--- src/hw/rtl/hbpwm_pkg.sv ---
// Shared constants, types and register codes for the H-bridge PWM driver.
package hbpwm_pkg;

	localparam int COUNT_WIDTH = 16;
	localparam int DIV_CNT_WIDTH = $clog2(COUNT_WIDTH);
	localparam int CFG_IDX_WIDTH = 2;

	typedef logic [COUNT_WIDTH-1:0] count_t;

	// configuration register indexes
	localparam logic [CFG_IDX_WIDTH-1:0] REG_PERIOD     = 2'd0;
	localparam logic [CFG_IDX_WIDTH-1:0] REG_FULL_SPEED = 2'd1;
	localparam logic [CFG_IDX_WIDTH-1:0] REG_DEAD_TICKS = 2'd2;

	// item kinds
	localparam logic KIND_TICK = 1'b0;
	localparam logic KIND_CMD  = 1'b1;

	// direction-change phases
	localparam logic [1:0] PH_IDLE = 2'd0;
	localparam logic [1:0] PH_WAIT = 2'd1;
	localparam logic [1:0] PH_DEAD = 2'd2;

	localparam count_t PERIOD_RST     = count_t'(20000);
	localparam count_t FULL_SPEED_RST = count_t'(225);
	localparam count_t DEAD_TICKS_RST = count_t'(1000);
	localparam count_t COMPARE_RST    = count_t'(5000);

	typedef struct packed {
		logic capture;
		logic mul;
		logic div_step;
		logic exec;
	} hbpwm_cmd_t;

	typedef struct packed {
		logic phase_idle;
	} hbpwm_status_t;

endpackage

--- src/hw/rtl/hbpwm_ifs.sv ---
// Channel interfaces: command/tick items, results and configuration writes.
interface hbpwm_item_if;
	import hbpwm_pkg::*;
	logic   valid;
	logic   ready;
	logic   kind;
	logic   direction;
	count_t speed;
	modport source (output valid, kind, direction, speed, input ready);
	modport sink (input valid, kind, direction, speed, output ready);
endinterface

interface hbpwm_result_if;
	logic valid;
	logic ready;
	logic in1_level;
	logic in2_level;
	logic switching;
	logic refused;
	modport source (output valid, in1_level, in2_level, switching, refused, input ready);
	modport sink (input valid, in1_level, in2_level, switching, refused, output ready);
endinterface

interface hbpwm_cfg_if;
	import hbpwm_pkg::*;
	logic                     valid;
	logic                     ready;
	logic [CFG_IDX_WIDTH-1:0] index;
	count_t                   data;
	modport source (output valid, index, data, input ready);
	modport sink (input valid, index, data, output ready);
endinterface

--- src/hw/rtl/hbpwm_ctrl.sv ---
// Controller: capture, duty multiply/divide (accepted commands only), state update.
module hbpwm_ctrl import hbpwm_pkg::*; (
	input  logic          clk,
	input  logic          arst_n,
	input  logic          item_valid,
	input  logic          item_kind,
	output logic          item_ready,
	input  logic          result_ready,
	output logic          result_valid,
	input  hbpwm_status_t status,
	output hbpwm_cmd_t    cmd
);

	localparam logic [1:0] S_IDLE = 2'd0;
	localparam logic [1:0] S_MUL  = 2'd1;
	localparam logic [1:0] S_DIV  = 2'd2;
	localparam logic [1:0] S_EXEC = 2'd3;

	localparam logic [DIV_CNT_WIDTH-1:0] DIV_LAST = DIV_CNT_WIDTH'(COUNT_WIDTH - 1);

	logic [1:0]               state_q, state_d;
	logic [DIV_CNT_WIDTH-1:0] div_cnt_q;
	logic                     valid_q;
	logic                     accept;
	logic                     out_free;

	assign item_ready   = (state_q == S_IDLE);
	assign accept       = item_valid && item_ready;
	assign out_free     = !valid_q || result_ready;
	assign result_valid = valid_q;

	always_comb begin
		cmd.capture  = accept;
		cmd.mul      = (state_q == S_MUL);
		cmd.div_step = (state_q == S_DIV);
		cmd.exec     = (state_q == S_EXEC) && out_free;
	end

	always_comb begin
		state_d = state_q;
		unique case (state_q)
			S_IDLE: begin
				if (accept) begin
					// only an accepted command needs the duty division
					state_d = (item_kind == KIND_CMD && status.phase_idle) ? S_MUL : S_EXEC;
				end
			end
			S_MUL:  state_d = S_DIV;
			S_DIV: begin
				if (div_cnt_q == DIV_LAST) state_d = S_EXEC;
			end
			S_EXEC: begin
				if (out_free) state_d = S_IDLE;
			end
			default: state_d = S_IDLE;
		endcase
	end

	always_ff @(posedge clk or negedge arst_n) begin
		if (!arst_n) begin
			state_q   <= S_IDLE;
			div_cnt_q <= '0;
			valid_q   <= 1'b0;
		end else begin
			state_q <= state_d;
			if (state_q == S_DIV) div_cnt_q <= div_cnt_q + 1'b1;
			else div_cnt_q <= '0;
			if (cmd.exec) valid_q <= 1'b1;
			else if (result_ready) valid_q <= 1'b0;
		end
	end

endmodule

--- src/hw/rtl/hbpwm_dp.sv ---
// Datapath: config registers, PWM channels, direction-change state and duty divider.
module hbpwm_dp import hbpwm_pkg::*; (
	input  logic                     clk,
	input  logic                     arst_n,
	input  logic                     cfg_we,
	input  logic [CFG_IDX_WIDTH-1:0] cfg_index,
	input  count_t                   cfg_data,
	input  logic                     item_kind,
	input  logic                     item_direction,
	input  count_t                   item_speed,
	input  hbpwm_cmd_t               cmd,
	output hbpwm_status_t            status,
	output logic                     in1_level,
	output logic                     in2_level,
	output logic                     switching,
	output logic                     refused
);

	count_t     period_q, full_speed_q, dead_ticks_q;
	logic       kind_q, dir_q;
	count_t     speed_q;
	count_t     rem_q, low_q, quo_q;
	count_t     cnt1_q, cnt2_q, cmp1_q, cmp2_q;
	logic       run1_q, run2_q;
	logic [1:0] phase_q;
	count_t     dead_left_q;
	logic       pdir_q;
	count_t     pduty_q;

	logic [2*COUNT_WIDTH-1:0] prod;
	logic [COUNT_WIDTH:0]     trial;
	logic                     trial_ge;
	count_t                   rem_nxt;

	logic [1:0] ph, phase_n;
	logic       tick, cmd_ok, is_refused;
	count_t     cnt1_n, cnt2_n, cmp1_n, cmp2_n;
	count_t     duty, pduty_n, dead_left_n, dl_dec;
	logic       pdir_n, run1_n, run2_n;
	logic       opp_run, do_check, done, dead_dec, start;
	count_t     opp_cnt, opp_cmp;

	function automatic count_t advance(input count_t c, input count_t top);
		advance = (c >= top) ? '0 : c + 1'b1;
	endfunction

	// 16 x 16 product, registered into the divider's remainder and shift word
	assign prod = {{COUNT_WIDTH{1'b0}}, speed_q} * {{COUNT_WIDTH{1'b0}}, period_q};

	// restoring division, one quotient bit per step; quotient fits when speed < full_speed
	assign trial    = {rem_q, low_q[COUNT_WIDTH-1]};
	assign trial_ge = (trial >= {1'b0, full_speed_q});
	always_comb begin
		if (trial_ge) rem_nxt = COUNT_WIDTH'(trial - {1'b0, full_speed_q});
		else rem_nxt = trial[COUNT_WIDTH-1:0];
	end

	assign ph = (phase_q == PH_WAIT || phase_q == PH_DEAD) ? phase_q : PH_IDLE;
	assign status.phase_idle = (ph == PH_IDLE);

	always_comb begin
		tick       = (kind_q == KIND_TICK);
		cmd_ok     = (kind_q == KIND_CMD) && (ph == PH_IDLE);
		is_refused = (kind_q == KIND_CMD) && (ph != PH_IDLE);

		cnt1_n = (tick && run1_q) ? advance(cnt1_q, period_q) : cnt1_q;
		cnt2_n = (tick && run2_q) ? advance(cnt2_q, period_q) : cnt2_q;

		if (full_speed_q == '0) duty = (speed_q != '0) ? period_q : '0;
		else if (speed_q >= full_speed_q) duty = period_q;
		else duty = quo_q;

		pdir_n  = cmd_ok ? dir_q : pdir_q;
		pduty_n = cmd_ok ? duty : pduty_q;

		// opposite channel's pulse is over once stopped, full-on or past compare
		do_check = (tick && ph == PH_WAIT) || cmd_ok;
		opp_run  = pdir_n ? run1_q : run2_q;
		opp_cnt  = pdir_n ? cnt1_n : cnt2_n;
		opp_cmp  = pdir_n ? cmp1_q : cmp2_q;
		done     = do_check && (!opp_run || opp_cmp >= period_q || opp_cnt > opp_cmp);

		dead_dec = tick && (ph == PH_DEAD);
		dl_dec   = dead_left_q - 1'b1;
		start    = (done && dead_ticks_q == '0) || (dead_dec && dl_dec == '0);

		run1_n = run1_q;
		run2_n = run2_q;
		if (done && pdir_n) run1_n = 1'b0;
		if (done && !pdir_n) run2_n = 1'b0;
		if (start && !pdir_n) run1_n = 1'b1;
		if (start && pdir_n) run2_n = 1'b1;
		cmp1_n = (start && !pdir_n) ? pduty_n : cmp1_q;
		cmp2_n = (start && pdir_n) ? pduty_n : cmp2_q;

		phase_n = ph;
		if (cmd_ok) phase_n = PH_WAIT;
		if (done) phase_n = PH_DEAD;
		if (start) phase_n = PH_IDLE;

		dead_left_n = dead_left_q;
		if (dead_dec) dead_left_n = dl_dec;
		if (done) dead_left_n = dead_ticks_q;
	end

	always_ff @(posedge clk or negedge arst_n) begin
		if (!arst_n) begin
			period_q     <= PERIOD_RST;
			full_speed_q <= FULL_SPEED_RST;
			dead_ticks_q <= DEAD_TICKS_RST;
			cnt1_q       <= '0;
			cnt2_q       <= '0;
			cmp1_q       <= COMPARE_RST;
			cmp2_q       <= COMPARE_RST;
			run1_q       <= 1'b1;
			run2_q       <= 1'b0;
			phase_q      <= PH_IDLE;
			dead_left_q  <= '0;
			pdir_q       <= 1'b0;
			pduty_q      <= '0;
		end else begin
			if (cfg_we) begin
				unique case (cfg_index)
					REG_PERIOD:     period_q     <= cfg_data;
					REG_FULL_SPEED: full_speed_q <= cfg_data;
					REG_DEAD_TICKS: dead_ticks_q <= cfg_data;
					default: ;
				endcase
			end
			if (cmd.exec) begin
				cnt1_q      <= cnt1_n;
				cnt2_q      <= cnt2_n;
				cmp1_q      <= cmp1_n;
				cmp2_q      <= cmp2_n;
				run1_q      <= run1_n;
				run2_q      <= run2_n;
				phase_q     <= phase_n;
				dead_left_q <= dead_left_n;
				pdir_q      <= pdir_n;
				pduty_q     <= pduty_n;
			end
		end
	end

	// payload, divider and result registers
	always_ff @(posedge clk) begin
		if (cmd.capture) begin
			kind_q  <= item_kind;
			dir_q   <= item_direction;
			speed_q <= item_speed;
		end
		if (cmd.mul) begin
			rem_q <= prod[2*COUNT_WIDTH-1:COUNT_WIDTH];
			low_q <= prod[COUNT_WIDTH-1:0];
		end
		if (cmd.div_step) begin
			rem_q <= rem_nxt;
			low_q <= {low_q[COUNT_WIDTH-2:0], 1'b0};
			quo_q <= {quo_q[COUNT_WIDTH-2:0], trial_ge};
		end
		if (cmd.exec) begin
			in1_level <= run1_n && (cnt1_n < cmp1_n);
			in2_level <= run2_n && (cnt2_n < cmp2_n);
			switching <= (phase_n != PH_IDLE);
			refused   <= is_refused;
		end
	end

endmodule

--- src/hw/rtl/hbridge_pwm_direction_switch_top.sv ---
// Top level: H-bridge PWM driver with dead-time direction change.
// A tick or a refused command goes straight from acceptance to the state update;
//   an accepted command first runs the multiply and the 16-step restoring divide.
// One transaction at a time: a new item is taken once the last result is loaded, and
//   the update waits while an earlier result is still unread.
// Reset (arst_n low): config to defaults, channel one running, no result pending.
module hbridge_pwm_direction_switch_top import hbpwm_pkg::*; (
	input logic              clk,
	input logic              arst_n,
	hbpwm_item_if.sink       item,
	hbpwm_result_if.source   result,
	hbpwm_cfg_if.sink        cfg
);

	hbpwm_cmd_t    cmd;
	hbpwm_status_t status;

	assign cfg.ready = 1'b1;

	hbpwm_ctrl u_ctrl (
		.clk          (clk),
		.arst_n       (arst_n),
		.item_valid   (item.valid),
		.item_kind    (item.kind),
		.item_ready   (item.ready),
		.result_ready (result.ready),
		.result_valid (result.valid),
		.status       (status),
		.cmd          (cmd)
	);

	hbpwm_dp u_dp (
		.clk            (clk),
		.arst_n         (arst_n),
		.cfg_we         (cfg.valid && cfg.ready),
		.cfg_index      (cfg.index),
		.cfg_data       (cfg.data),
		.item_kind      (item.kind),
		.item_direction (item.direction),
		.item_speed     (item.speed),
		.cmd            (cmd),
		.status         (status),
		.in1_level      (result.in1_level),
		.in2_level      (result.in2_level),
		.switching      (result.switching),
		.refused        (result.refused)
	);

	// at most one channel runs, so both bridge inputs are never high together
	a_no_shoot_through: assert property (@(posedge clk) disable iff (!arst_n)
		result.valid |-> !(result.in1_level && result.in2_level))
		else $error("both bridge inputs high");

	// a command is refused only while a change is in progress, which it leaves untouched
	a_refused_switching: assert property (@(posedge clk) disable iff (!arst_n)
		result.valid && result.refused |-> result.switching)
		else $error("refused transaction outside a direction change");

	// one transaction in flight: input closes right after an acceptance
	a_one_in_flight: assert property (@(posedge clk) disable iff (!arst_n)
		item.valid && item.ready |=> !item.ready)
		else $error("input accepted while a transaction is in flight");

	// the state update and the divider never run in the same cycle
	a_cmd_exclusive: assert property (@(posedge clk) disable iff (!arst_n)
		$onehot0({cmd.mul, cmd.div_step, cmd.exec}))
		else $error("controller issued overlapping commands");

endmodule
--- src/flat_wrapper.sv ---
// flat-port wrapper written by rule: the top's interface ports become plain ports
module hbridge_pwm_direction_switch_top_flat import hbpwm_pkg::*;
  (clk, arst_n, item_valid, item_kind, item_direction, item_speed, item_ready, result_valid, result_in1_level, result_in2_level, result_switching, result_refused, result_ready, cfg_valid, cfg_index, cfg_data, cfg_ready);
  hbpwm_item_if item_i ();
  hbpwm_result_if result_i ();
  hbpwm_cfg_if cfg_i ();
  input logic clk;
  input logic arst_n;
  input wire logic [$bits(item_i.valid)-1:0] item_valid;
  input wire logic [$bits(item_i.kind)-1:0] item_kind;
  input wire logic [$bits(item_i.direction)-1:0] item_direction;
  input wire logic [$bits(item_i.speed)-1:0] item_speed;
  output wire logic [$bits(item_i.ready)-1:0] item_ready;
  output wire logic [$bits(result_i.valid)-1:0] result_valid;
  output wire logic [$bits(result_i.in1_level)-1:0] result_in1_level;
  output wire logic [$bits(result_i.in2_level)-1:0] result_in2_level;
  output wire logic [$bits(result_i.switching)-1:0] result_switching;
  output wire logic [$bits(result_i.refused)-1:0] result_refused;
  input wire logic [$bits(result_i.ready)-1:0] result_ready;
  input wire logic [$bits(cfg_i.valid)-1:0] cfg_valid;
  input wire logic [$bits(cfg_i.index)-1:0] cfg_index;
  input wire logic [$bits(cfg_i.data)-1:0] cfg_data;
  output wire logic [$bits(cfg_i.ready)-1:0] cfg_ready;
  assign item_i.valid = item_valid;
  assign item_i.kind = item_kind;
  assign item_i.direction = item_direction;
  assign item_i.speed = item_speed;
  assign item_ready = item_i.ready;
  assign result_valid = result_i.valid;
  assign result_in1_level = result_i.in1_level;
  assign result_in2_level = result_i.in2_level;
  assign result_switching = result_i.switching;
  assign result_refused = result_i.refused;
  assign result_i.ready = result_ready;
  assign cfg_i.valid = cfg_valid;
  assign cfg_i.index = cfg_index;
  assign cfg_i.data = cfg_data;
  assign cfg_ready = cfg_i.ready;
  hbridge_pwm_direction_switch_top u_core (.clk(clk), .arst_n(arst_n), .item(item_i), .result(result_i), .cfg(cfg_i));
endmodule
--- config.mk ---
export PLATFORM = sky130hd
export DESIGN_NAME = hbridge_pwm_direction_switch_top_flat
export DESIGN_NICKNAME = d
export VERILOG_FILES = /design/src/hw/rtl/hbpwm_pkg.sv /design/src/hw/rtl/hbpwm_ifs.sv /design/src/hw/rtl/hbpwm_ctrl.sv /design/src/hw/rtl/hbpwm_dp.sv /design/src/hw/rtl/hbridge_pwm_direction_switch_top.sv /design/src/flat_wrapper.sv
export SDC_FILE = /design/constraint.sdc
export NUM_CORES = 1
export LEC_CHECK = 0
export BUFFER_PORTS_ARGS = -buffer_cell sky130_fd_sc_hd__buf_2
export CAP_MARGIN = 20
export CORE_ASPECT_RATIO = 0.8
export CORE_MARGIN = 1
export CORE_UTILIZATION = 55
export DETAILED_ROUTE_END_ITERATION = 8
export PLACE_DENSITY = 0.83
export SETUP_SLACK_MARGIN = 0.3
export SLEW_MARGIN = 20
export SYNTH_ARGS = -nofsm -noshare
export SYNTH_HDL_FRONTEND = slang
export SYNTH_HIERARCHICAL = 1
export SYNTH_SLANG_ARGS = --single-unit
--- constraint.sdc ---
create_clock -name clk -period 16.1 [get_ports clk]
set_input_delay 1.61 -clock clk [delete_from_list [all_inputs] [get_ports clk]]
set_output_delay 1.61 -clock clk [all_outputs]
set_load 0.005 [all_outputs]
* Yosys cells after proc, flatten, opt, wreduce, memory -nomap -nowiden
Index checks and enable logic that the tools add are counted.
Storage, ports and cells: register bits after elaboration 226, bits of input ports 41, output and inout bits 7
Operators by class: $add $sub $neg 5, multipliers 1, magnitude comparators 8, equality and inequality tests 13, multiplexer cells 37, bitwise gates (word level) 1, reduce and logical (&&, ||, !) cells 44
Operator list (number):
- two-way mux 16 bit | 19
- >= comparator 16 bit | 4
- zero test 16 bit | 3
- adder 16 x 1 -> 16 bit, second input constant | 2
- < comparator 16 bit | 2
- multiplier 16 x 16 -> 32 bit | 1
- logical AND 1 bit | 18
- >= comparator 17 x 16 -> 1 bit | 1
- greater-than comparator 16 bit | 1
- two-way mux 2 bit | 8
- nonzero test 16 bit | 1
- subtractor 16 x 1 -> 16 bit, second input constant | 1
- subtractor 16 bit | 1
- == test 2 bit, second input constant | 5
- nonzero test 2 bit | 5
- == test 2 x 1 -> 1 bit, second input constant | 4
- two-way mux 1 bit | 8
- case mux 2 bit (4 select lines) | 1
- AND reduction 2 bit | 4
- zero test 2 bit | 3
- logical OR 1 bit | 6
- adder 4 x 1 -> 4 bit, second input constant | 1
- == test 4 bit, second input constant | 1
- two-way mux 4 bit | 1
- 5 further kinds | 8

* Longest topological paths before layout
Gate-level depths: netlist of the first run.
word-level depth 17, gate-level depth with buffers 35, depth with buffers taken out 30

* By module
The synthesis of the first run kept the hierarchy.
Modules (own cells, without submodules):
- hbpwm_dp | instances 1, cells each 2484, area each 22529.1 um^2, sequential area each 5853.1 um^2
- hbpwm_ctrl | instances 1, cells each 34, area each 389.1 um^2, sequential area each 175.2 um^2
- hbridge_pwm_direction_switch_top | instances 1, cells each 2, area each 11.3 um^2, sequential area each 0.0 um^2

* Worst setup path before layout of the first run
OpenSTA, ideal clock, no wires.
path kind register -> register, start register u_core.u_dp.period_q[9], end register u_core.u_dp.in1_level (data pin), library setup time 0.167 ns, arrival 6.551 ns, setup slack 9.382 ns, cell stages (with the launch flop) 34, path through dfstp_2 clkbuf_1 inv_1 ha_1 and4_1 o21ai_0 nor2_1 o211ai_1 a31oi_1 nor2b_1 clkbuf_1 nor2_1 mux2_2 ha_1 a21o_1 a21o_1 a21o_1 a2111o_1 a221oi_2 o31ai_2 and2_1 buf_4 buf_6 mux2i_1 ha_1 a21o_1 a21o_1 a21oi_1 nor2b_1 o21ai_0 a21oi_1 a2111oi_0 o21ai_1 a211oi_1
On the way: cells in the longest elaborated chain, start to end 13, elaborated cells between the ends (all ways) 25, those cells by class order compare (5); mux (12); reduce/logical (8)
Ends and longest elaborated chain:
- start: declaration | line hbpwm_dp.sv:19 | count_t period_q, full_speed_q, dead_ticks_q;
- start signal: assignment | line hbpwm_dp.sv:124 | REG_PERIOD: period_q <= cfg_data;
- >= comparator 16 bit (*) | line hbpwm_dp.sv:44 | advance = (c >= top) ? '0 : c + 1'b1;
- two-way mux 16 bit (*) | line hbpwm_dp.sv:44
- two-way mux 16 bit (*) | line hbpwm_dp.sv:67 | cnt2_n = (tick && run2_q) ? advance(cnt2_q, period_q) : cnt2_q;
- named net u_core.u_dp.cnt2_n[13] | line hbpwm_dp.sv:37 | count_t cnt1_n, cnt2_n, cmp1_n, cmp2_n;
- two-way mux 16 bit (*) | line hbpwm_dp.sv:79 | opp_cnt = pdir_n ? cnt1_n : cnt2_n;
- greater-than comparator 16 bit (*) | line hbpwm_dp.sv:81 | done = do_check && (!opp_run || opp_cmp >= period_q || opp_cnt > opp_cmp);
- logical OR 1 bit (*) | line hbpwm_dp.sv:81
- logical AND 1 bit (*) | line hbpwm_dp.sv:81
- logical AND 1 bit | line hbpwm_dp.sv:85 | start = (done && dead_ticks_q == '0) || (dead_dec && dl_dec == '0);
- logical OR 1 bit | line hbpwm_dp.sv:85
- logical AND 1 bit | line hbpwm_dp.sv:91, hbpwm_dp.sv:93
- two-way mux 16 bit | line hbpwm_dp.sv:93 | cmp1_n = (start && !pdir_n) ? pduty_n : cmp1_q;
- < comparator 16 bit | line hbpwm_dp.sv:162 | in1_level <= run1_n && (cnt1_n < cmp1_n);
- logical AND 1 bit (*) | line hbpwm_dp.sv:162
- end signal: assignment | line hbpwm_dp.sv:162
- end: declaration | line hbpwm_dp.sv:13 | output logic in1_level,
Mark *: on every way through the listed nets, which the timed path passes. The rest lies on a longest branch. A chain may end at the register's enable or synchronous reset.

* Worst setup path in the final report of the first run
start register u_core.u_dp.period_q[8], end register u_core.u_dp.in1_level (data pin)
Same word-level chain as after synthesis.

==> results by group, run 1 <==
Clock tree
  – Clock edge transition at the registers on the reported setup and hold paths: about 60 ps
  – CTS Buf Count: 25
  – CTS-repair resized insts: 0
  – Clock tree root driver cell: sky130_fd_sc_hd__clkbuf_16
  – TritonCTS clock tree: built
  – Post-CTS setup buffers: 0
  – Clk_lat worst skew: about 560 ps
  – Maximum root-to-sink buffer count: 3
  – Cts hold-fix bufs: 0
  – Clk sink count: 226
  – Level count of the clock H-tree: 1

Critical path
  – Req. time, crit path: about 16,000 ps
  – Data arrival at the endpoint of the critical path: roughly 9000 ps
  – Max incr delay on CP: between 800 and 900 ps
  – Largest driver fanout on the critical path: 45
  – Beginning of the worst register-to-register path: u_core/u_dp/period_q[8]
  – Cell repeated most along the worst path: sky130_fd_sc_hd__ha_1
  – CP Launch Type: flop
  – Setup crit start: u_core/u_dp/period_q[8]
  – CP Class: reg2reg
  – Worst path slowest cell: sky130_fd_sc_hd__nor2b_1
  – Worst Setup End Kind: flop

Drt
  – Routed len/inst: around 21 um
  – Iteration count of the initial detailed-routing pass: 7
  – Vias: 18,900
  – Detailed Route Iter0 Violations: about 2,000
  – Routed WL: 64,500 um
  – DR vias/cell: 6.17
  – Detailed-route DRC error count: 0
  – Remaining antenna violation count: 0

STA
  – Slew @ Worst Pin: approximately 1000 ps
  – Unrepaired setup endpoints after global routing: no
  – Final number of max-transition violations: 0
  – Period Utilization, post-route: 0.536
  – Setup skew after layout: 16.4 ps
  – Worst hold slack across all endpoints: 444 ps
  – Clock period minus final worst setup slack: 8640 ps
  – Max Fclk: between 100 and 150 MHz
  – Worst rel slew slack: 0.301
  – Final Hold Viols: 0
  – Total negative slack for setup checks: 0 ps
  – Count of endpoints failing setup in the final report: 0

Layout
  – Share of cells above drive strength 1: 0.0836
  – Utilization after layout: 0.594
  – Total area of multi-input combinational cells: approximately 0.015 mm2
  – Most common library cell in the layout ignoring fill and taps: sky130_fd_sc_hd__nand2_1
  – Layout overhead on the synthesized area: 5.85%
  – Number of nets in the final layout: approximately 3,000
  – Number of fill cells in the layout: approximately 3,300
  – Sequential cell area: about 0.0060 mm2
  – Antenna cells: 0
  – Commonest non-fill, non-tap cells in the layout: sky130_fd_sc_hd__nand2_1 (354), sky130_fd_sc_hd__inv_1 (295), sky130_fd_sc_hd__ha_1 (242), sky130_fd_sc_hd__fa_1 (195), sky130_fd_sc_hd__a21oi_1 (163)

Die
  – Std-Cell Rows: 66
  – Area enclosed by the die boundary: approximately 0.043 mm2
  – Die W: roughly 230 um
  – Die Y-Extent: approximately 180 um
  – Boundary pin count: 48
  – Total core area: just over 0.04 mm2
  – Initial core utilization: 0.561

Place
  – Final weighted congestion of routability-driven global placement: approximately 1.0
  – Number of I/O port buffers: 46
  – DP Wirelength: 49,900 um

Hold path
  – Hold Path Class: reg2reg
  – Hold Crit Start: u_core/u_dp/quo_q[10]

Yosys
  – Dominant register cell in the synthesized netlist: sky130_fd_sc_hd__dfrtp_1
  – Cell types occupying the most area after synthesis: sky130_fd_sc_hd__fa_1 (17%), sky130_fd_sc_hd__dfrtp_1 (14%), sky130_fd_sc_hd__ha_1 (13%)
  – FFs w/ async S/R, synth: 0.690
  – #FFs+latches synth: roughly 230
  – Synth Area per Inst: about 9.1 um2
  – Synthesized instance count: roughly 2,500
  – Mapped Area: ~0.023 mm2
  – Post-synth net total: 2,999
  – Count of flip-flops with a built-in enable after synthesis: 69
  – Share of the yosys chip area belonging to registers: 0.263
  – Cell type contributing the most total cell area after synthesis: sky130_fd_sc_hd__fa_1
  – Top cell type's share of synthesized area: 0.170
  – Syn. warnings: 6
  – Count of unique library cells instantiated by Yosys: 81

Outcome
  – Run status: finished clean

GRT
  – Largest net degree at the start of global routing: 94
  – Vias in the first global route: between 15,000 and 20,000
  – GRT overflow: 0
  – Global-route wire length before repair: 103,000 um
  – Initial antenna violation count: 0
  – Total global-route track usage: 0.311

Flow run
  – Max-cap viol count: 0
-- stage by stage --
| stage | instances | worst slack, ps | cell area, um2 |
|---|---|---|---|
| floorplan | 2520 | 9380 | 22900 |
| global placement | 3009 | 8190 | 23500 |
| detailed placement | 3009 | 7820 | 23500 |
| CTS | 3055 | 7770 | 24300 |
| global route | 3055 | 6890 | 24300 |
| finish | 3055 | 7460 | 24300 |
-- layer usage --
| metal | up-vias | GRT usage | routed length, um |
|---|---|---|---|
| li1 | 8427 | - | - |
| met1 | 9234 | 0.439 | 26900 |
| met2 | 1052 | 0.455 | 27200 |
| met3 | 137 | 0.101 | 8500 |
| met4 | 0 | 0.0869 | 1970 |
| met5 | - | 0 | 0 |
-- cell usage after synthesis (5+ instances only) --
cell / count
sky130_fd_sc_hd__a211oi_1: 28
sky130_fd_sc_hd__nand3_1: 43
sky130_fd_sc_hd__xor2_1: 28
sky130_fd_sc_hd__fa_1: 195
sky130_fd_sc_hd__a21oi_1: 164
sky130_fd_sc_hd__o31ai_1: 14
sky130_fd_sc_hd__nor4_1: 19
sky130_fd_sc_hd__buf_6: 7
sky130_fd_sc_hd__nor2b_1: 20
sky130_fd_sc_hd__inv_1: 295
sky130_fd_sc_hd__nor2_1: 150
sky130_fd_sc_hd__nor3_1: 25
sky130_fd_sc_hd__dfstp_2: 26
sky130_fd_sc_hd__o21ai_1: 8
sky130_fd_sc_hd__a21o_1: 44
sky130_fd_sc_hd__buf_4: 5
sky130_fd_sc_hd__mux2i_1: 45
sky130_fd_sc_hd__and3_1: 17
sky130_fd_sc_hd__xnor2_1: 39
sky130_fd_sc_hd__nand2_1: 354
sky130_fd_sc_hd__nand4_1: 21
sky130_fd_sc_hd__edfxtp_1: 69
sky130_fd_sc_hd__mux2_2: 57
sky130_fd_sc_hd__buf_2: 11
sky130_fd_sc_hd__o21ai_0: 136
sky130_fd_sc_hd__o211ai_1: 19
sky130_fd_sc_hd__or2_2: 6
sky130_fd_sc_hd__o41ai_1: 5
sky130_fd_sc_hd__buf_1: 5
sky130_fd_sc_hd__a31oi_1: 7
sky130_fd_sc_hd__ha_1: 243
sky130_fd_sc_hd__and2_1: 84
sky130_fd_sc_hd__clkbuf_1: 88
sky130_fd_sc_hd__a211o_1: 6
sky130_fd_sc_hd__dfrtp_1: 130
sky130_fd_sc_hd__o21a_1: 7
sky130_fd_sc_hd__nand2b_1: 18
-- final cells by class --
type                    count  share of cell area
well taps                 544              0.0280
clock inverters            16             0.00691
multi-input cells        1883               0.630
inverters                 295              0.0456
repair buffers             61              0.0144
flip-flops and latches    226               0.248
clock buffers              30              0.0265
-- logic make-up after synthesis --
family,synth area share
and+or+nand+nor,0.157
AOI/OAI and AO/OA,0.131
adders and majority gates,0.303
buffers and inverters,0.0710
DFF,0.263
muxes,0.0493
xor gates and xnor gates,0.0256
other,0.000164
-- path summary, 6_finish.rpt --
path	to	slack, ps	depth (start not counted)
hold / removal	u_core/u_dp/quo_q[11]	440	0
setup / recovery	u_core/u_dp/in1_level	7460	30
setup reg to reg	u_core/u_dp/in1_level	7460	30
hold reg to reg	u_core/u_dp/quo_q[11]	440	0
min in group asynchronous	u_core/u_dp/dead_left_q[2]	1140	1
max in group asynchronous	u_core/u_dp/cmp1_q[13]	13540	2
-- worst max-delay path: cells and delay by family, from the launching register on --
| family | cells | cell delay (ps) |
|---|---|---|
| buf+inv | 2 | 720 |
| mux | 2 | 620 |
| compound gates | 15 | 3200 |
| fa+ha+maj | 3 | 930 |
| simple gates | 8 | 2220 |
| flops | 1 | 720 |
Power of run 1 is not shown: default switching activity piles up to over one toggle a cycle in this logic, so the estimate is an artifact.
==> run 2: changes to the inputs <==
--- a/config.mk
+++ b/config.mk
@@ -5,6 +5,7 @@
 export SDC_FILE = /design/constraint.sdc
 export NUM_CORES = 1
 export LEC_CHECK = 0
+export ABC_AREA = 1
 export BUFFER_PORTS_ARGS = -buffer_cell sky130_fd_sc_hd__buf_2
 export CAP_MARGIN = 20
 export CORE_ASPECT_RATIO = 0.8
==> constraint.sdc (replaced) <==
create_clock -name clk -period 8.09 [get_ports clk]
set_input_delay 0.809 -clock clk [delete_from_list [all_inputs] [get_ports clk]]
set_output_delay 0.809 -clock clk [all_outputs]
set_load 0.005 [all_outputs]
==> results by group, run 2 <==
Flow run
  – Max-cap viol count: 0

GRT
  – Total global-route track usage: 0.321
  – Initial antenna violation count: 1
  – Vias in the first global route: a little under 20,000
  – Global-route wire length before repair: around 110,000 um
  – Largest net degree at the start of global routing: 101
  – GRT overflow: 0

Yosys
  – Post-synth net total: 3,458
  – Synthesized instance count: between 2,000 and 3,000
  – Top cell type's share of synthesized area: 0.168
  – Dominant register cell in the synthesized netlist: sky130_fd_sc_hd__dfrtp_1
  – Synth Area per Inst: 7.80 um2
  – Share of the yosys chip area belonging to registers: 0.259
  – Dominant cell by count in the synthesized netlist: sky130_fd_sc_hd__nand2_1
  – Cell types with the highest counts after synthesis: sky130_fd_sc_hd__nand2_1 (722), sky130_fd_sc_hd__inv_1 (547), sky130_fd_sc_hd__ha_1 (243), sky130_fd_sc_hd__o21ai_0 (242), sky130_fd_sc_hd__fa_1 (195)
  – Mapped Area: 0.0232 mm2
  – Count of unique library cells instantiated by Yosys: between 50 and 60
  – Cell type contributing the most total cell area after synthesis: sky130_fd_sc_hd__fa_1
  – Syn. warnings: 6
  – Cell types occupying the most area after synthesis: sky130_fd_sc_hd__fa_1 (17%), sky130_fd_sc_hd__dfrtp_1 (14%), sky130_fd_sc_hd__ha_1 (13%)
  – #FFs+latches synth: about 230
  – FFs w/ async S/R, synth: 0.690
  – Count of flip-flops with a built-in enable after synthesis: between 60 and 70

Die
  – Die W: between 200 and 250 um
  – Area enclosed by the die boundary: 0.0431 mm2
  – Initial core utilization: 0.565
  – Die Y-Extent: 186 um
  – Total core area: between 0.04 and 0.05 mm2
  – Std-Cell Rows: 66
  – Boundary pin count: 48

Clock tree
  – TritonCTS clock tree: built
  – CTS Buf Count: 25
  – Maximum root-to-sink buffer count: 3
  – Post-CTS setup buffers: 0
  – Level count of the clock H-tree: 1
  – Clock tree root driver cell: sky130_fd_sc_hd__clkbuf_16
  – Clk sink count: about 230
  – Clock edge transition at the registers on the reported setup and hold paths: roughly 70 ps
  – Cts hold-fix bufs: 0
  – Clk_lat worst skew: 580 ps
  – CTS-repair resized insts: 0

STA
  – Count of endpoints failing setup in the final report: 0
  – Worst rel slew slack: 0.286
  – Setup skew after layout: about 43 ps
  – Unrepaired setup endpoints after global routing: no
  – Max Fclk: approximately 140 MHz
  – Final Hold Viols: 0
  – Final number of max-transition violations: 0
  – Clock period minus final worst setup slack: just over 7000 ps
  – Period Utilization, post-route: 0.870
  – Slew @ Worst Pin: between 1000 and 1500 ps
  – Fin worst setup slack: 1050 ps
  – Total negative slack for setup checks: 0 ps

Layout
  – Most common library cell in the layout ignoring fill and taps: sky130_fd_sc_hd__nand2_1
  – Number of nets in the final layout: about 3,400
  – Number of fill cells in the layout: about 3,500
  – Layout overhead on the synthesized area: 6.17%
  – Commonest non-fill, non-tap cells in the layout: sky130_fd_sc_hd__nand2_1 (722), sky130_fd_sc_hd__inv_1 (547), sky130_fd_sc_hd__ha_1 (242), sky130_fd_sc_hd__o21ai_0 (242), sky130_fd_sc_hd__fa_1 (195)
  – Antenna cells: 0
  – Sequential cell area: 0.00603 mm2
  – Final design area excluding fillers: roughly 0.025 mm2
  – Total area of multi-input combinational cells: 0.0146 mm2
  – Share of cells above drive strength 1: 0.0738

Critical path
  – CP Launch Type: flop
  – Max incr delay on CP: about 1100 ps
  – Largest driver fanout on the critical path: 18
  – CP Class: reg2reg
  – Number of stages on the worst setup path: 25
  – Req. time, crit path: about 8400 ps
  – Sum of buffers and inverters on the critical path: 3
  – Setup crit start: u_core/u_dp/speed_q[7]
  – Cell repeated most along the worst path: sky130_fd_sc_hd__nand2_1
  – Critical path capture point: u_core/u_dp/rem_q[15]
  – Cell class contributing the biggest share of worst-path delay: adder cells
  – Data arrival at the endpoint of the critical path: around 7300 ps
  – Slack of the worst reg-to-reg path: about 1100 ps
  – Worst path slowest cell: sky130_fd_sc_hd__edfxtp_1
  – Worst Setup End Kind: flop
  – Worst reg2reg path depth: 25
  – Beginning of the worst register-to-register path: u_core/u_dp/speed_q[7]
  – Crit Reg-Reg Endpoint: u_core/u_dp/rem_q[15]

Drt
  – Detailed Route Iter0 Violations: around 2,400
  – Iteration count of the initial detailed-routing pass: 6
  – DR vias/cell: ~5.8
  – Routed WL: approximately 67,000 um
  – Remaining antenna violation count: 0
  – Vias: 20,300
  – Routed len/inst: approximately 19 um
  – Detailed-route DRC error count: 0

Place
  – DP Wirelength: 51,800 um
  – Number of I/O port buffers: 46
  – Worst slack at placement: 1290 ps
  – Cell Area, Placed: around 0.024 mm2
  – Final weighted congestion of routability-driven global placement: around 1

Hold path
  – Hold Path Class: in2async

Outcome
  – Run status: finished clean
[run 2: cell count changes in the layout (fill, tap and decap cells not counted), moves of 45 or more]
cell	change
sky130_fd_sc_hd__mux2i_1	-45
sky130_fd_sc_hd__o21ai_0	+106
sky130_fd_sc_hd__nand3_1	+45
sky130_fd_sc_hd__nand2_1	+368
sky130_fd_sc_hd__inv_1	+252
sky130_fd_sc_hd__and2_1	-80
sky130_fd_sc_hd__mux2_2	-57
[run 2: layout make-up]
type	instances	area share
clock buffer	34	0.0297
clock inverter	12	0.00462
inverter	557	0.0849
multi-input combinational	2068	0.592
sequential	226	0.244
tap	544	0.0276
timing repair buffer	69	0.0166
[run 2: routing by layer]
| metal | vias to the layer above | global-route usage | share of wire |
|---|---|---|---|
| li1 | 9359 | - | - |
| met1 | 9659 | 0.454 | 0.42 |
| met2 | 1121 | 0.486 | 0.43 |
| met3 | 143 | 0.0967 | 0.13 |
| met4 | 2 | 0.0668 | 0.023 |
| met5 | - | 0 | 0.00018 |
[run 2: cell families (layout without fill, tap and decap cells)]
logic type	count (synthesis)	after routing	share of synthesized area
other	1	1	0.000161
buffers and inverters	685	672	0.112
adders and majority gates	438	438	0.299
xor gates and xnor gates	34	34	0.0128
DFF	226	226	0.259
and+or+nand+nor	1070	1070	0.190
AOI/OAI and AO/OA	525	525	0.126
[run 2: worst min-delay path by stage]
stage	end	slack [ps]	depth (start not counted)
6_report	u_core/u_dp/dead_ticks_q[10]	310	1
5_1_grt	u_core/u_dp/dead_ticks_q[10]	370	1
2_1_floorplan	u_core/u_dp/quo_q[10]	420	0
3_3_place_gp	u_core/u_dp/quo_q[8]	430	0
4_1_cts	u_core/u_dp/period_q[13]	320	1
3_5_place_dp	u_core/u_dp/quo_q[10]	430	0
[run 2: stage by stage]
| stage | hold slack, ps | std cells | utilization |
|---|---|---|---|
| after floorplan | 421 | 2979 | - |
| after global placement | 427 | 3464 | 0.579 |
| after detailed placement | 430 | 3464 | 0.579 |
| after CTS | 323 | 3510 | 0.600 |
| after global routing | 371 | 3510 | 0.600 |
| final | 308 | 3510 | 0.600 |
[run 2: worst register-to-register path, delay by kind of cell (launching register included)]
| kind | cells | cell delay [ps] |
|---|---|---|
| AO/OA/AOI/OAI | 3 | 630 |
| flip-flops | 1 | 1060 |
| adder cells (fa/ha/maj) | 7 | 3520 |
| buffers and inverters | 3 | 200 |
| AND/OR/NAND/NOR | 12 | 1370 |
Power of run 2 is left out for the same reason.
